[src/kpa_pkg.sv]
// ----------------------------------------------------------------------------
// kpa_pkg: shared types and constants for the keypad register block
// Button codes, key bit positions of the eight autofire slots, and the
// word and result types passed between the modules.
// ----------------------------------------------------------------------------
package kpa_pkg;

    localparam int NUM_SLOTS = 8;

    // Button codes of the input word
    localparam logic [3:0] BTN_A     = 4'd0;
    localparam logic [3:0] BTN_B     = 4'd1;
    localparam logic [3:0] BTN_C     = 4'd2;
    localparam logic [3:0] BTN_POWER = 4'd3;
    localparam logic [3:0] BTN_LEFT  = 4'd4;
    localparam logic [3:0] BTN_RIGHT = 4'd5;
    localparam logic [3:0] BTN_UP    = 4'd6;
    localparam logic [3:0] BTN_DOWN  = 4'd7;
    localparam logic [3:0] BTN_SHOCK = 4'd8;

    // Source codes
    localparam logic MODE_KEYBOARD = 1'b0;
    localparam logic MODE_JOYSTICK = 1'b1;

    // Key register bit for each slot, slots in button order
    localparam logic [2:0] SLOT_BIT [NUM_SLOTS] = '{
        3'd0, 3'd1, 3'd2, 3'd7, 3'd5, 3'd6, 3'd3, 3'd4
    };

    // Key register mask for each slot
    localparam logic [7:0] SLOT_MASK [NUM_SLOTS] = '{
        8'h01, 8'h02, 8'h04, 8'h80, 8'h20, 8'h40, 8'h08, 8'h10
    };

    typedef logic [NUM_SLOTS-1:0][7:0] delay_arr_t;

    typedef struct packed {
        logic       mode;
        logic [3:0] button;
        logic       pressed;
    } kpa_item_t;

    typedef struct packed {
        logic [7:0] key_state;
        logic       shock_request;
    } kpa_result_t;

endpackage

[src/kpa_in_if.sv]
// ----------------------------------------------------------------------------
// kpa_in_if: button change channel
// Valid/ready channel carrying one button change word.
// ----------------------------------------------------------------------------
interface kpa_in_if;
    logic       valid;
    logic       ready;
    logic       mode;
    logic [3:0] button;
    logic       pressed;

    modport source (output valid, output mode, output button, output pressed,
                    input ready);
    modport sink   (input valid, input mode, input button, input pressed,
                    output ready);
endinterface

[src/kpa_out_if.sv]
// ----------------------------------------------------------------------------
// kpa_out_if: key state channel
// Valid/ready channel carrying the key register and the shock pulse.
// ----------------------------------------------------------------------------
interface kpa_out_if;
    logic       valid;
    logic       ready;
    logic [7:0] key_state;
    logic       shock_request;

    modport source (output valid, output key_state, output shock_request,
                    input ready);
    modport sink   (input valid, input key_state, input shock_request,
                    output ready);
endinterface

[src/keypad_register_with_autofire.sv]
// A word accepted on button_ch passes through the input register, then the
// result register, from which key_ch presents its result.
// Throughput: one word per cycle while key_ch takes results; the single-pass
// update of the key register and all eight autofire slots sets this.
// Reset: asynchronous, active low; keys all released, direction memory,
// autofire slots and turbo delays cleared; no clearing pass.
// ----------------------------------------------------------------------------
// keypad_register_with_autofire: top level
// Input register, state engine, result register and turbo delay registers.
// ----------------------------------------------------------------------------
module keypad_register_with_autofire
    import kpa_pkg::*;
(
    input  logic       clk,
    input  logic       rst_n,
    kpa_in_if.sink     button_ch,
    kpa_out_if.source  key_ch,
    input  logic       cfg_we,
    input  logic [2:0] cfg_index,
    input  logic [7:0] cfg_data
);

    logic        in_valid_reg;
    kpa_item_t   in_item_reg;
    logic        out_valid_reg;
    kpa_result_t out_data_reg;

    logic        advance;
    logic        step_en;
    delay_arr_t  delays;
    kpa_result_t result;
    kpa_item_t   in_word;

    assign advance = !out_valid_reg || key_ch.ready;
    assign step_en = in_valid_reg && advance;
    assign button_ch.ready = !in_valid_reg || advance;

    assign in_word.mode    = button_ch.mode;
    assign in_word.button  = button_ch.button;
    assign in_word.pressed = button_ch.pressed;

    kpa_cfg u_cfg (
        .clk       (clk),
        .rst_n     (rst_n),
        .cfg_we    (cfg_we),
        .cfg_index (cfg_index),
        .cfg_data  (cfg_data),
        .delays    (delays)
    );

    kpa_engine u_engine (
        .clk     (clk),
        .rst_n   (rst_n),
        .step_en (step_en),
        .item    (in_item_reg),
        .delays  (delays),
        .result  (result)
    );

    // input register
    always_ff @(posedge clk or negedge rst_n)
    begin
        if (!rst_n)
        begin
            in_valid_reg <= 1'b0;
        end
        else if (button_ch.valid && button_ch.ready)
        begin
            in_valid_reg <= 1'b1;
        end
        else if (advance)
        begin
            in_valid_reg <= 1'b0;
        end
    end

    always_ff @(posedge clk)
    begin
        if (button_ch.valid && button_ch.ready)
        begin
            in_item_reg <= in_word;
        end
    end

    // result register
    always_ff @(posedge clk or negedge rst_n)
    begin
        if (!rst_n)
        begin
            out_valid_reg <= 1'b0;
        end
        else if (advance)
        begin
            out_valid_reg <= in_valid_reg;
        end
    end

    always_ff @(posedge clk)
    begin
        if (step_en)
        begin
            out_data_reg <= result;
        end
    end

    assign key_ch.valid         = out_valid_reg;
    assign key_ch.key_state     = out_data_reg.key_state;
    assign key_ch.shock_request = out_data_reg.shock_request;

`ifndef SYNTH
    // a pending word moves to an empty result register
    assert property (@(posedge clk) disable iff (!rst_n)
        in_valid_reg && !out_valid_reg |=> out_valid_reg)
        else $error("word stuck in input register");

    // a taken result with nothing behind it empties the output
    assert property (@(posedge clk) disable iff (!rst_n)
        out_valid_reg && key_ch.ready && !in_valid_reg |=> !out_valid_reg)
        else $error("result repeated");

    // shock pulse follows the word that pressed the shock button
    assert property (@(posedge clk) disable iff (!rst_n)
        step_en |=> out_data_reg.shock_request ==
            (($past(in_item_reg.button) == BTN_SHOCK) && $past(in_item_reg.pressed)))
        else $error("shock pulse mismatch");
`endif

endmodule

[src/kpa_cfg.sv]
// ----------------------------------------------------------------------------
// kpa_cfg: turbo delay registers
// Eight 8-bit autofire periods written through a plain write port.
// ----------------------------------------------------------------------------
module kpa_cfg
    import kpa_pkg::*;
(
    input  logic       clk,
    input  logic       rst_n,
    input  logic       cfg_we,
    input  logic [2:0] cfg_index,
    input  logic [7:0] cfg_data,
    output delay_arr_t delays
);

    delay_arr_t delay_reg;

    // register file, one write per cycle
    always_ff @(posedge clk or negedge rst_n)
    begin
        if (!rst_n)
        begin
            delay_reg <= '0;
        end
        else if (cfg_we)
        begin
            delay_reg[cfg_index] <= cfg_data;
        end
    end

    assign delays = delay_reg;

endmodule

[src/kpa_engine.sv]
// ----------------------------------------------------------------------------
// kpa_engine: key register, direction memory and autofire slots
// Holds the block state and computes one word's result in a single pass;
// the state advances when step_en is high.
// ----------------------------------------------------------------------------
module kpa_engine
    import kpa_pkg::*;
(
    input  logic        clk,
    input  logic        rst_n,
    input  logic        step_en,
    input  kpa_item_t   item,
    input  delay_arr_t  delays,
    output kpa_result_t result
);

    logic [7:0]                 key_bits_reg, key_bits_next;
    logic [3:0]                 held_reg, held_next;
    logic [NUM_SLOTS-1:0]       active_reg, active_next;
    logic [NUM_SLOTS-1:0][7:0]  count_reg, count_next;

    logic [7:0] kb_dir;
    logic       enabled;

    assign enabled = |delays;

    // button event: plain keys, directions with opposite handling
    always_comb
    begin
        logic [7:0] own_mask;
        logic [7:0] opp_mask;
        logic [1:0] own_h;
        logic [1:0] opp_h;
        logic [3:0] hd;
        own_mask = SLOT_MASK[item.button[2:0]];
        opp_mask = SLOT_MASK[item.button[2:0] ^ 3'd1];
        own_h    = item.button[1:0];
        opp_h    = item.button[1:0] ^ 2'd1;
        hd       = held_reg;
        kb_dir   = key_bits_reg;
        if (item.button[3:2] == 2'b00)
        begin
            kb_dir = item.pressed ? (key_bits_reg & ~own_mask)
                                  : (key_bits_reg | own_mask);
        end
        else if (item.button[3:2] == 2'b01)
        begin
            if (item.pressed)
            begin
                kb_dir = (key_bits_reg & ~own_mask) | opp_mask;
                if (item.mode == MODE_KEYBOARD)
                    hd[own_h] = 1'b1;
            end
            else
            begin
                kb_dir = key_bits_reg | own_mask;
                if (item.mode == MODE_KEYBOARD)
                begin
                    hd[own_h] = 1'b0;
                    kb_dir = hd[opp_h] ? (kb_dir & ~opp_mask) : (kb_dir | opp_mask);
                end
                else
                begin
                    kb_dir = kb_dir | opp_mask;
                end
            end
        end
        held_next = hd;
    end

    // autofire pass, slots are independent and each owns one key bit
    always_comb
    begin
        logic       key_bit;
        logic       act;
        logic [7:0] cnt;
        key_bits_next = kb_dir;
        active_next   = active_reg;
        count_next    = count_reg;
        for (int i = 0; i < NUM_SLOTS; i++)
        begin
            key_bit = kb_dir[SLOT_BIT[i]];
            act     = active_reg[i];
            cnt     = count_reg[i];
            if (enabled)
            begin
                if (!key_bit && (delays[i] != 8'd0) && !act)
                begin
                    act     = 1'b1;
                    cnt     = 8'd0;
                    key_bit = 1'b1;
                end
                else if (act)
                begin
                    if (cnt != 8'hFF)
                        cnt = cnt + 8'd1;
                    if (cnt >= delays[i])
                    begin
                        act     = 1'b0;
                        key_bit = 1'b0;
                    end
                end
                if ((item.button == 4'(i)) && !item.pressed)
                begin
                    act     = 1'b0;
                    cnt     = 8'd0;
                    key_bit = 1'b1;
                end
            end
            key_bits_next[SLOT_BIT[i]] = key_bit;
            active_next[i]             = act;
            count_next[i]              = cnt;
        end
    end

    assign result.key_state     = key_bits_next;
    assign result.shock_request = (item.button == BTN_SHOCK) && item.pressed;

    // state registers
    always_ff @(posedge clk or negedge rst_n)
    begin
        if (!rst_n)
        begin
            key_bits_reg <= 8'hFF;
            held_reg     <= '0;
            active_reg   <= '0;
            count_reg    <= '0;
        end
        else if (step_en)
        begin
            key_bits_reg <= key_bits_next;
            held_reg     <= held_next;
            active_reg   <= active_next;
            count_reg    <= count_next;
        end
    end

`ifndef SYNTH
    // joystick words leave the direction memory alone
    assert property (@(posedge clk) disable iff (!rst_n)
        step_en && (item.mode == MODE_JOYSTICK) |=> $stable(held_reg))
        else $error("direction memory changed on joystick word");

    // with every delay at zero the slots do not move
    assert property (@(posedge clk) disable iff (!rst_n)
        step_en && !enabled |=> $stable(active_reg) && $stable(count_reg))
        else $error("autofire slot moved while disabled");

    // releasing A with autofire on leaves its slot idle and the key up
    assert property (@(posedge clk) disable iff (!rst_n)
        step_en && enabled && (item.button == BTN_A) && !item.pressed
        |=> !active_reg[0] && key_bits_reg[SLOT_BIT[0]])
        else $error("slot A still firing after release");
`endif

endmodule

[src/flat_wrapper.sv]
// flat-port wrapper written by rule: the top's interface ports become plain ports
module keypad_register_with_autofire_flat import kpa_pkg::*;
  (clk, rst_n, cfg_we, cfg_index, cfg_data, button_ch_valid, button_ch_mode, button_ch_button, button_ch_pressed, button_ch_ready, key_ch_valid, key_ch_key_state, key_ch_shock_request, key_ch_ready);
  kpa_in_if button_ch_i ();
  kpa_out_if key_ch_i ();
  input  logic clk;
  input  logic rst_n;
  input  logic cfg_we;
  input  logic [2:0] cfg_index;
  input  logic [7:0] cfg_data;
  input wire logic [$bits(button_ch_i.valid)-1:0] button_ch_valid;
  input wire logic [$bits(button_ch_i.mode)-1:0] button_ch_mode;
  input wire logic [$bits(button_ch_i.button)-1:0] button_ch_button;
  input wire logic [$bits(button_ch_i.pressed)-1:0] button_ch_pressed;
  output wire logic [$bits(button_ch_i.ready)-1:0] button_ch_ready;
  output wire logic [$bits(key_ch_i.valid)-1:0] key_ch_valid;
  output wire logic [$bits(key_ch_i.key_state)-1:0] key_ch_key_state;
  output wire logic [$bits(key_ch_i.shock_request)-1:0] key_ch_shock_request;
  input wire logic [$bits(key_ch_i.ready)-1:0] key_ch_ready;
  assign button_ch_i.valid = button_ch_valid;
  assign button_ch_i.mode = button_ch_mode;
  assign button_ch_i.button = button_ch_button;
  assign button_ch_i.pressed = button_ch_pressed;
  assign button_ch_ready = button_ch_i.ready;
  assign key_ch_valid = key_ch_i.valid;
  assign key_ch_key_state = key_ch_i.key_state;
  assign key_ch_shock_request = key_ch_i.shock_request;
  assign key_ch_i.ready = key_ch_ready;
  keypad_register_with_autofire u_core (.clk(clk), .rst_n(rst_n), .button_ch(button_ch_i), .key_ch(key_ch_i), .cfg_we(cfg_we), .cfg_index(cfg_index), .cfg_data(cfg_data));
endmodule
[config.mk]
export PLATFORM = sky130hd
export DESIGN_NAME = keypad_register_with_autofire_flat
export DESIGN_NICKNAME = d
export VERILOG_FILES = /design/src/kpa_pkg.sv /design/src/kpa_in_if.sv /design/src/kpa_out_if.sv /design/src/keypad_register_with_autofire.sv /design/src/kpa_cfg.sv /design/src/kpa_engine.sv /design/src/flat_wrapper.sv
export SDC_FILE = /design/constraint.sdc
export NUM_CORES = 1
export LEC_CHECK = 0
export BUFFER_PORTS_ARGS = -buffer_cell sky130_fd_sc_hd__buf_2
export CORE_MARGIN = 2
export CORE_UTILIZATION = 49
export CTS_CLUSTER_SIZE = 16
export DETAILED_ROUTE_END_ITERATION = 10
export GPL_TIMING_DRIVEN = 0
export PLACE_DENSITY = 0.7
export RECOVER_POWER = 50
export SETUP_SLACK_MARGIN = 0.02
export SYNTH_ARGS = -nofsm -noshare
export SYNTH_HDL_FRONTEND = slang
export SYNTH_SLANG_ARGS = --single-unit
[constraint.sdc]
create_clock -name clk -period 3.26 [get_ports clk]
set_clock_uncertainty 0.05 [all_clocks]
set_input_delay 0.652 -clock clk [delete_from_list [all_inputs] [get_ports clk]]
set_output_delay 0.652 -clock clk [all_outputs]
set_load 0.05 [all_outputs]
Word-level counts from Yosys, hierarchy flattened
Memories as Yosys holds them, arrays and structs flattened.
Cells that the tools add are included.
{ "totals": {"ff_bits": 165, "rom_bits": 128, "in_bits": 22, "out_inout_bits": 11, "wordCells": 313, "memories": 2} }
{ "mem_list": {"columns": ["memory", "words", "width", "read_ports", "rd_ports_with_merged_regs", "write_ports", "line_no", "text"], "rows": [
  ["(name not given)", 8, 8, 1, 0, 0, "kpa_engine.sv:36", "opp_mask = SLOT_MASK[item.button[2:0] ^ 3'd1];"],
  ["(name not given)", 8, 8, 1, 0, 0, "kpa_engine.sv:35", "own_mask = SLOT_MASK[item.button[2:0]];"]
]} }
{ "classes": {"addsub": 8, "magnitude_cmp": 15, "n_eq_ne": 17, "muxes": 150, "n_bitwise": 15, "reduce_logical": 80} }
{ "ops": {"columns": ["operator", "count"], "rows": [
  ["two-way mux 8 bit", 67],
  ["two-way mux 1 bit", 76],
  ["adder 8 x 1 -> 8 bit (second input constant)", 8],
  ["bitwise mux 64 bit", 1],
  ["greater-or-equal comparator 8 bit", 8],
  ["!= test 8 bit (second input constant)", 8],
  ["nonzero test 8 bit", 8],
  ["OR reduction 64 bit", 1],
  ["logical AND 1 bit", 29],
  ["demux 8 bit (select 3 bit)", 1],
  ["OR 8 bit", 3],
  ["AND reduction 3 bit", 8],
  ["nonzero test 3 bit", 8],
  ["zero test 1 bit", 19],
  ["AND 8 bit", 2],
  ["equality test 4 x 3 -> 1 bit (second input constant)", 4],
  ["NOT 8 bit", 2],
  ["two-way mux 4 bit", 3],
  ["equality test 4 x 2 -> 1 bit (second input constant)", 2],
  ["greater-or-equal comparator 4 bit (second input constant)", 2],
  ["NOT 3 -> 4 bit", 2],
  ["< comparator 2 x 3 -> 1 bit (second input constant)", 2],
  ["AND 4 bit", 1],
  ["equality test 4 x 1 -> 1 bit (second input constant)", 1],
  ["other kinds (16)", 19]
]} }

Longest topological paths before layout
Gate-level depths: netlist of run 1.
{ "logic_depth": {"depth_word": 24, "depth_mapped": 12} }

Hierarchy
Synthesis of run 1 repeated with hierarchy kept, for this count alone.
{ "unflattened": {"cells_unflattened": 996, "hier_area_um2": 10201.0} }
{ "modules_own_cells": {"columns": ["module", "instances", "cells_each", "area_each_um2", "seq_area_each_um2"], "rows": [
  ["kpa_engine", 1, 830, 7194.4, 2112.0],
  ["kpa_cfg", 1, 143, 2452.4, 1601.5],
  ["keypad_register_with_autofire", 1, 23, 554.3, 500.5]
]} }

Least setup slack after synthesis of run 1
Ideal clock, no wire load.
{ "synth_timing": {"path_type": "register to register", "from": "register u_core.u_engine.count_reg[24] (netlist bit)", "to": "register u_core.u_engine.key_bits_reg[7]", "setup_time_ns": 0.077, "t_arrival_ns": 2.828, "path_slack_ns": 0.305, "stages_incl_launch_ff": 11, "n_path_buf": 1, "synth_period_minus_slack_ns": 2.955, "path_cell_list": "dfrtp_1 -> ha_1 -> and3_1 -> clkbuf_1 -> nand3_1 -> mux2_2 -> ha_1 -> a211o_1 -> a2111oi_0 -> o31ai_1 -> a31oi_1"} }
{ "synth_via": {"elab_chain_len": 11, "word_cells_on_any_way": 12} }
{ "synth_rtl": {"columns": ["item", "line_no", "text"], "rows": [
  ["start: declaration", "kpa_engine.sv:20", "logic [NUM_SLOTS-1:0][7:0] count_reg, count_next;"],
  ["start signal: assignment", "kpa_engine.sv:134", "count_reg <= count_next;"],
  ["adder 8 x 1 -> 8 bit / != test 8 bit (equally long branches)", "kpa_engine.sv:96, kpa_engine.sv:95", null],
  ["two-way mux 8 bit (*)", "kpa_engine.sv:95", "if (cnt != 8'hFF)"],
  ["two-way mux 8 bit (*)", "kpa_engine.sv:93", "else if (act)"],
  ["two-way mux 8 bit (*)", "kpa_engine.sv:87", "if (!key_bit && (delays[i] != 8'd0) && !act)"],
  ["two-way mux 8 bit (*)", "kpa_engine.sv:85", "if (enabled)"],
  ["greater-or-equal comparator 8 bit (*)", "kpa_engine.sv:97", "if (cnt >= delays[i])"],
  ["two-way mux 1 bit (*)", "kpa_engine.sv:97", null],
  ["two-way mux 1 bit (*)", "kpa_engine.sv:93", null],
  ["two-way mux 1 bit (*)", "kpa_engine.sv:87", null],
  ["two-way mux 1 bit (*)", "kpa_engine.sv:103", "if ((item.button == 4'(i)) && !item.pressed)"],
  ["two-way mux 1 bit (*)", "kpa_engine.sv:85", null],
  ["end signal: assignment", "kpa_engine.sv:131", "key_bits_reg <= key_bits_next;"],
  ["end: declaration", "kpa_engine.sv:17", "logic [7:0] key_bits_reg, key_bits_next;"]
]} }
Every way passes the cells marked *; elsewhere a longest branch is shown, timed or not. The select of a mux whose other input is x is not followed.
A chain may end at the register's enable or synchronous reset.

Worst setup path after layout of run 1
{ "layout_timing": {"from": "register u_core.u_cfg.delay_reg (netlist bit u_core.u_cfg.delays[8])", "to": "register u_core.u_engine.count_reg[39] (netlist bit)"} }
{ "layout_via": {"elab_chain_len": 2} }
{ "layout_rtl": {"columns": ["item", "line_no", "text"], "rows": [
  ["start: declaration", "kpa_cfg.sv:16", "delay_arr_t delay_reg;"],
  ["start signal: indexed assignment", "kpa_cfg.sv:27", "delay_reg[cfg_index] <= cfg_data;"],
  ["OR reduction 64 bit", "kpa_engine.sv:25", "assign enabled = |delays;"],
  ["AND reduction 3 bit (no line)", null, null]
]} }
No other way between the ends.

==> results.ini, run 1 <==
[run_status]
run_status = finished, violations left
violations = max-capacitance violations, max-slew violations

[logic_synthesis]
post-synth-top-area-cell = dfrtp_1
yosysUniqueCellTypes = 65
ys_ff_latch = 165
netlist_instances = 1011
yosysSeqAreaShare = 0.418
synth_warnings = 0
synth.cell_area_um2 = 10100
synth_edf_count = 15
synth_nets = 1105
synthTopCellsByArea = dfrtp_1 (35%), ha_1 (8.9%), mux2_2 (5.7%), edfxtp_1 (4.5%), a32o_1 (3.5%)
async_flop_share = 0.909
synth.avg_cell_area_um2 = 9.97
ys.flop_type = dfrtp_1
synth_top_area_frac = 0.352

[cells_and_area]
syn2layout_area_growth_pct = 11.5
final_common_cell = dfrtp_1
antenna_cells = 0
final_cell_mix = dfrtp_1 (139), inv_1 (73), nand2_1 (73), ha_1 (71), o21ai_0 (57)
fillCellCount = 1803
drive_above_1_share = 0.151
final_util = 0.556
final_cell_count_no_fill = 1343
layout.nets = 1154

[floorplan]
dieWidth_um = 147
design.portCount = 33
rows = 52
chipHeight_um = 147
coreArea_um2 = 20200
initial_core_util = 0.498
die_area_um2 = 21700

[global_routing]
grt.total_usage = 0.238
grt_pass1_vias = 7729
grt_overflow = 0
grt_max_degree = 78
grt_pass1_wl_mm = 40.6
antenna_found_initial = 0

[detailed_routing]
avgViaCountPerCell = 5.97
first_pass_iters = 5
ant_nets = 0
wire_per_inst_um = 18.5
dr.first_iter.drc_count = 566
via_count = 8023
drt_wl_total_mm = 24.9
drcViolationCount = 0

[clock_network]
cts_tree = built
cts_root_buffer = clkbuf_16
cts_made_buffers = 17
cts_hold_buf = 0
clkTransAtPathRegs_ns = 0.06
cts.htree.levels = 4
clock-sinks = 165
cts.path.max_buffers = 2
insertion_delay_ns = 0.43

[power]
comb_power_share = 0.352
p_sw_uw = 2910
powerDensity_nw_per_um2 = 718
swShare = 0.360
vdd_drop_max_v = 0.000385
pwr-share-seq = 0.395
p_leak_uw = 0.00495
p_int_uw = 5170
p_clk_frac = 0.253

[worst_hold_path]
min_from = button_ch_pressed
holdCritPathClass = input port to flop
whs_endpoint = u_core.in_item_reg[0]
hold_depth = 1

[critical_path]
rr_endpoint = u_core.u_engine.count_reg[39]
startpoint_type = flop
r2r_slack_ns = 0.13
critical_path_required_ns = 3.53
critPathMaxFanout = 10
reg2reg_depth = 5
critical_path_class = flop to flop
crit_arrival_ns = 3.40
r2r-start = u_core.u_cfg.delays[8]
critPathCaptureType = flop

[sta]
finalSetupTns_ns = 0
setup_viol = 0
rsz0062_at_grt = false
post-route-min-period_ns = 3.13
maxSlewViolCount = 74
slew_headroom = -0.292
timing.final.crit_share = 0.960
worst_pin_slew_ns = 1.94
maxClockFrequency_mhz = 319
hold_viol = 0

[job]
max_cap_violations = 1

[placed_design]
gp_congestion = 0.841
hpwl_mm = 17.5
place_inst = 1310
place.port_buffers = 28

logic make-up after synthesis:
| kind of cell | after synthesis | share of synthesized area |
|---|---|---|
| multiplexers | 64 | 0.0699 |
| buffers and inverters | 112 | 0.0451 |
| AND/OR/NAND/NOR | 330 | 0.181 |
| AO/OA/AOI/OAI | 249 | 0.181 |
| XOR/XNOR | 19 | 0.0165 |
| adder cells (fa/ha/maj) | 72 | 0.0894 |
| flip-flops | 165 | 0.418 |
layer usage:
metal | share of wire | up-vias | track usage
met4 | 0.022 | 0 | 0.0750
met1 | 0.45 | 3914 | 0.327
li1 | - | 3881 | -
met2 | 0.47 | 195 | 0.387
met3 | 0.052 | 33 | 0.0426
met5 | 0 | - | 0
per-stage QoR:
step           total power, uW  area (um^2)  setup WS [ns]  hold WS, ns
3_3_place_gp              5930        10600         -0.847        0.417
3_5_place_dp              6040        10600         -0.161        0.431
6_report                  8080        11200          0.130        0.349
2_1_floorplan             5280        10100          0.305        0.306
4_1_cts                   8110        11200         0.0561        0.216
5_1_grt                   8710        11200         0.0243        0.329
critical path: stages, from the launching register on:
cell and delay (ns):
dfrtp_1 0.40, or4_1 0.58, or4_4 0.60, o41a_1 0.62, clkbuf_1 0.40, a32o_1 0.36
area by class of cell:
type	count	area (um^2)	area share
well taps	270	338	0.0301
repair buffers	31	178	0.0158
plain buffers	38	178	0.0158
multi-input cells	734	5460	0.486
flip-flops and latches	165	4220	0.375
clock buffers	18	439	0.0391
inverters	73	274	0.0244
clock inverters	14	158	0.0140
timing repair:
action	4_1_cts	5_1_grt
cloned	0	0
endpoints found under the setup margin	8	16
buffers inserted	0	2
gates resized for setup	3	11
pin swaps	0	1
synthesized netlist by cell type, drive strengths merged (3+ instances only):
cell	n
o211ai	11
dfstp	8
nor3b	5
a2111oi	3
a31oi	12
xnor2	17
buf	8
o21bai	5
mux2i	13
nor3	10
o22ai	5
nand2	73
or2	8
dfrtp	142
nor4	5
o31ai	12
nand4	18
o21ai	58
or4	18
inv	73
nor2	47
a32o	35
clkbuf	31
nor2b	15
mux2	51
edfxtp	15
o21a	21
ha	72
a21oi	35
nand3	57
a211oi	6
nand4b	12
nand3b	4
a22o	31
nand2b	13
and3	30
and2	5
worst max path at each step:
stage                                        startpoint                              end  slack, ns  depth (start not counted)
after floorplan           u_core.u_engine.count_reg[24]  u_core.u_engine.key_bits_reg[7]       0.30                         10
after global placement                            rst_n     u_core.u_engine.count_reg[6]      -0.85                          1
after detailed placement  u_core.u_engine.count_reg[24]  u_core.u_engine.key_bits_reg[7]      -0.16                         11
after CTS                 u_core.u_engine.count_reg[48]       u_core.key_ch.key_state[3]       0.06                          9
after global routing       u_core.u_engine.count_reg[0]       u_core.key_ch.key_state[0]       0.02                         11
final                            u_core.u_cfg.delays[8]    u_core.u_engine.count_reg[39]       0.13                          5
power by group through the flow:
stage	Sequential (uW)	Combinational [uW]	Clock [uW]
after CTS	3160	2870	2080
after global routing	3280	3260	2170
final	3190	2840	2040
after floorplan	3150	2140	0
after detailed placement	3190	2850	0
after global placement	3180	2750	0
Power figures use the tool's default switching activity.
==> inputs of run 2 (changes only) <==
Settings changed: SYNTH_HIERARCHICAL set to 1.
==> results.ini, run 2 <==
[cells_and_area]
syn2layout_area_growth_pct = 11.7
final_cell_count_no_fill = 1330  ; -0.97%
seq_area_um2 = 4220  ; about the same
final_common_cell = dfrtp_1
final_cell_mix = dfrtp_1 (140), mux2_2 (83), nand2_1 (72), ha_1 (72), inv_1 (71)
layout.nets = 1141  ; -1.1%
antenna_cells = 0  ; unchanged
drive_above_1_share = 0.196  ; +0.0452
fillCellCount = 1772  ; -1.7%
fin_area_um2 = 11400  ; +1.3%
multi_input_area_um2 = 5620  ; +2.9%

[global_routing]
grt_pass1_vias = 7814  ; +1.1%
grt_max_degree = 91  ; +17%
grt_overflow = 0  ; unchanged
grt_pass1_wl_mm = 41.5  ; +2.1%
grt.total_usage = 0.242  ; +0.00362
antenna_found_initial = 0  ; unchanged

[clock_network]
insertion_delay_ns = 0.43  ; about the same
cts_root_buffer = clkbuf_16
cts_tree = built
cts.htree.levels = 4  ; unchanged
clkTransAtPathRegs_ns = 0.06  ; about the same
cts.path.max_buffers = 2  ; unchanged
cts_made_buffers = 17  ; unchanged
cts_hold_buf = 0  ; unchanged
clock-sinks = 165  ; unchanged

[power]
p_leak_uw = 0.00509  ; +2.8%
powerDensity_nw_per_um2 = 717  ; -0.18%
vdd_drop_max_v = 0.000360  ; -6.7%
total_power_uw = 8170  ; +1.1%

[placed_design]
place.port_buffers = 28  ; unchanged
place_inst = 1295  ; -1.1%
gp_congestion = 0.870  ; +3.5%
hpwl_mm = 17.7  ; +0.85%
pre_cts_ws_ns = -0.188  ; -0.0263 ns
place_area_um2 = 10700  ; +1.1%

[logic_synthesis]
synth.avg_cell_area_um2 = 10.2  ; +2.7%
netlist_instances = 996  ; -1.5%
ys_top_cells_by_count = dfrtp_1 (142), mux2_2 (83), ha_1 (72), nand2_1 (72), inv_1 (71)
synth_nets = 1090  ; -1.4%
ys_ff_latch = 165  ; unchanged
post-synth-top-area-cell = dfrtp_1
synth_warnings = 6  ; +6
synthTopCellsByArea = dfrtp_1 (35%), mux2_2 (9.2%), ha_1 (8.8%), edfxtp_1 (4.4%), a22o_1 (3.4%)
yosys.area_share.xor_xnor = 0.0189  ; +0.00238
synth.most_common_cell = dfrtp_1
synth_top_area_frac = 0.348  ; -0.00415
synth_adder_area_share = 0.0883  ; -0.00105
synth-simple-area-share = 0.172  ; -0.00863
yosysSeqAreaShare = 0.413  ; -0.00492
synth.cell_area_um2 = 10200  ; +1.2%
yosysUniqueCellTypes = 80  ; +23%
synth_edf_count = 15  ; unchanged
async_flop_share = 0.909  ; unchanged
synth_top_family_by_area = simple AND/OR/NAND/NOR gates
synth_compound_area_frac = 0.171  ; -0.00936
ys.flop_type = dfrtp_1
synthMuxAreaShare = 0.0936  ; +0.0237

[detailed_routing]
first_pass_iters = 5  ; unchanged
via_count = 8071  ; +0.60%
drcViolationCount = 0  ; unchanged
drt_wl_total_mm = 25.8  ; +3.5%
avgViaCountPerCell = 6.07  ; +1.6%
ant_nets = 0  ; unchanged
wire_per_inst_um = 19.4  ; +4.5%
dr.first_iter.drc_count = 583  ; +3.0%

[floorplan]
chipHeight_um = 148  ; +0.58%
coreArea_um2 = 20400  ; +0.64%
die_area_um2 = 22000  ; +1.2%
dieWidth_um = 148  ; +0.58%
rows = 52  ; unchanged
initial_core_util = 0.501  ; +0.00271
design.portCount = 33  ; unchanged

[sta]
hold_slack_ns = 0.343  ; -0.00558 ns
post-route-min-period_ns = 3.14  ; +0.0109 ns
timing.final.crit_share = 0.964  ; +0.00334
slew_headroom = -0.0747  ; +0.217
setup_viol = 0  ; unchanged
hold_viol = 0  ; unchanged
maxClockFrequency_mhz = 318  ; -0.35%
maxSlewViolCount = 61  ; -18%
setup_ws_ns = 0.119  ; -0.0109 ns
worst_pin_slew_ns = 1.61  ; -0.326 ns

[critical_path]
critPathBufInv = 0  ; -1
cpPeakStageDelay_ns = 0.75  ; +0.13 ns
crit_arrival_ns = 3.47  ; +0.07 ns
startpoint_type = flop
critPathMaxFanout = 6  ; -4
path_cells = nor4_1, nand4_1, nor4_4, nor3_1, o32ai_2, mux2_2
critPathCaptureType = flop
crit_slowest_cell = nor4_4
crit_family = simple AND/OR/NAND/NOR gates
critical_path_required_ns = 3.58  ; +0.05 ns
critical_path_class = flop to flop

[run_status]
violations = max-capacitance violations, max-slew violations
run_status = finished, violations left

[worst_hold_path]
holdCritPathClass = input port to flop

[job]
max_cap_violations = 1  ; unchanged

==> run 2: logic make-up after synthesis <==
| group | count (synthesis) |
|---|---|
| AND/OR/NAND/NOR | 314 |
| AO/OA/AOI/OAI | 236 |
| flip-flops | 165 |
| buffers and inverters | 102 |
| multiplexers | 85 |
| adder cells (fa/ha/maj) | 72 |
| XOR/XNOR | 22 |
==> run 2: cell type report <==
class                      instances  share of cell area
inverter                          71              0.0234
sequential                       165               0.370
multi-input combinational        729               0.493
tap                              270              0.0297
timing repair buffer              32              0.0176
clock buffer                      20              0.0430
buffer                            31              0.0149
clock inverter                    12             0.00791
==> run 2: metal layers <==
metal | track usage | share of wire | up-vias
met5 | 0 | 0 | -
met4 | 0.0805 | 0.024 | 0
met3 | 0.0380 | 0.050 | 54
met2 | 0.390 | 0.47 | 210
met1 | 0.334 | 0.46 | 3972
li1 | - | - | 3835
==> run 2: final timing paths <==
kind	from	endpoint	slack, ns	cells after the start
min	button_ch_button[2]	u_core/in_item_reg[3]	0.34	1
max reg2reg	u_core/u_cfg/delays[32]	u_core/u_engine/key_bits_reg[5]	0.12	6
max	u_core/u_cfg/delays[32]	u_core/u_engine/key_bits_reg[5]	0.12	6
min reg2reg	flop	flop	0.45	1
max in group asynchronous	rst_n	u_core/u_engine/key_bits_reg[3]	1.44	2
min in group asynchronous	rst_n	u_core/u_engine/count_reg[43]	0.56	1
==> run 2: power breakdown <==
group | total (uW) | switching, uW | internal, uW
registers | 3190 | 543 | 2650
clock network | 1970 | 875 | 1100
logic | 3000 | 1660 | 1350
total | 8170 | 3080 | 5090
==> run 2: through the flow <==
stage                     utilization  TNS [ns]
after floorplan                     -         0
after detailed placement        0.526    -0.305
after CTS                       0.555         0
after global routing            0.559   -0.0634
final                           0.559         0
after global placement          0.524   -119.25
==> run 2: timing repair <==
action / in CTS / in global routing
setup endpoints to repair: 29 / 56
endpoints found under the hold margin: 0 / 0
pin swaps: 0 / 2
gates resized for setup: 5 / 16
setup buffers: 0 / 3
gates cloned: 0 / 0
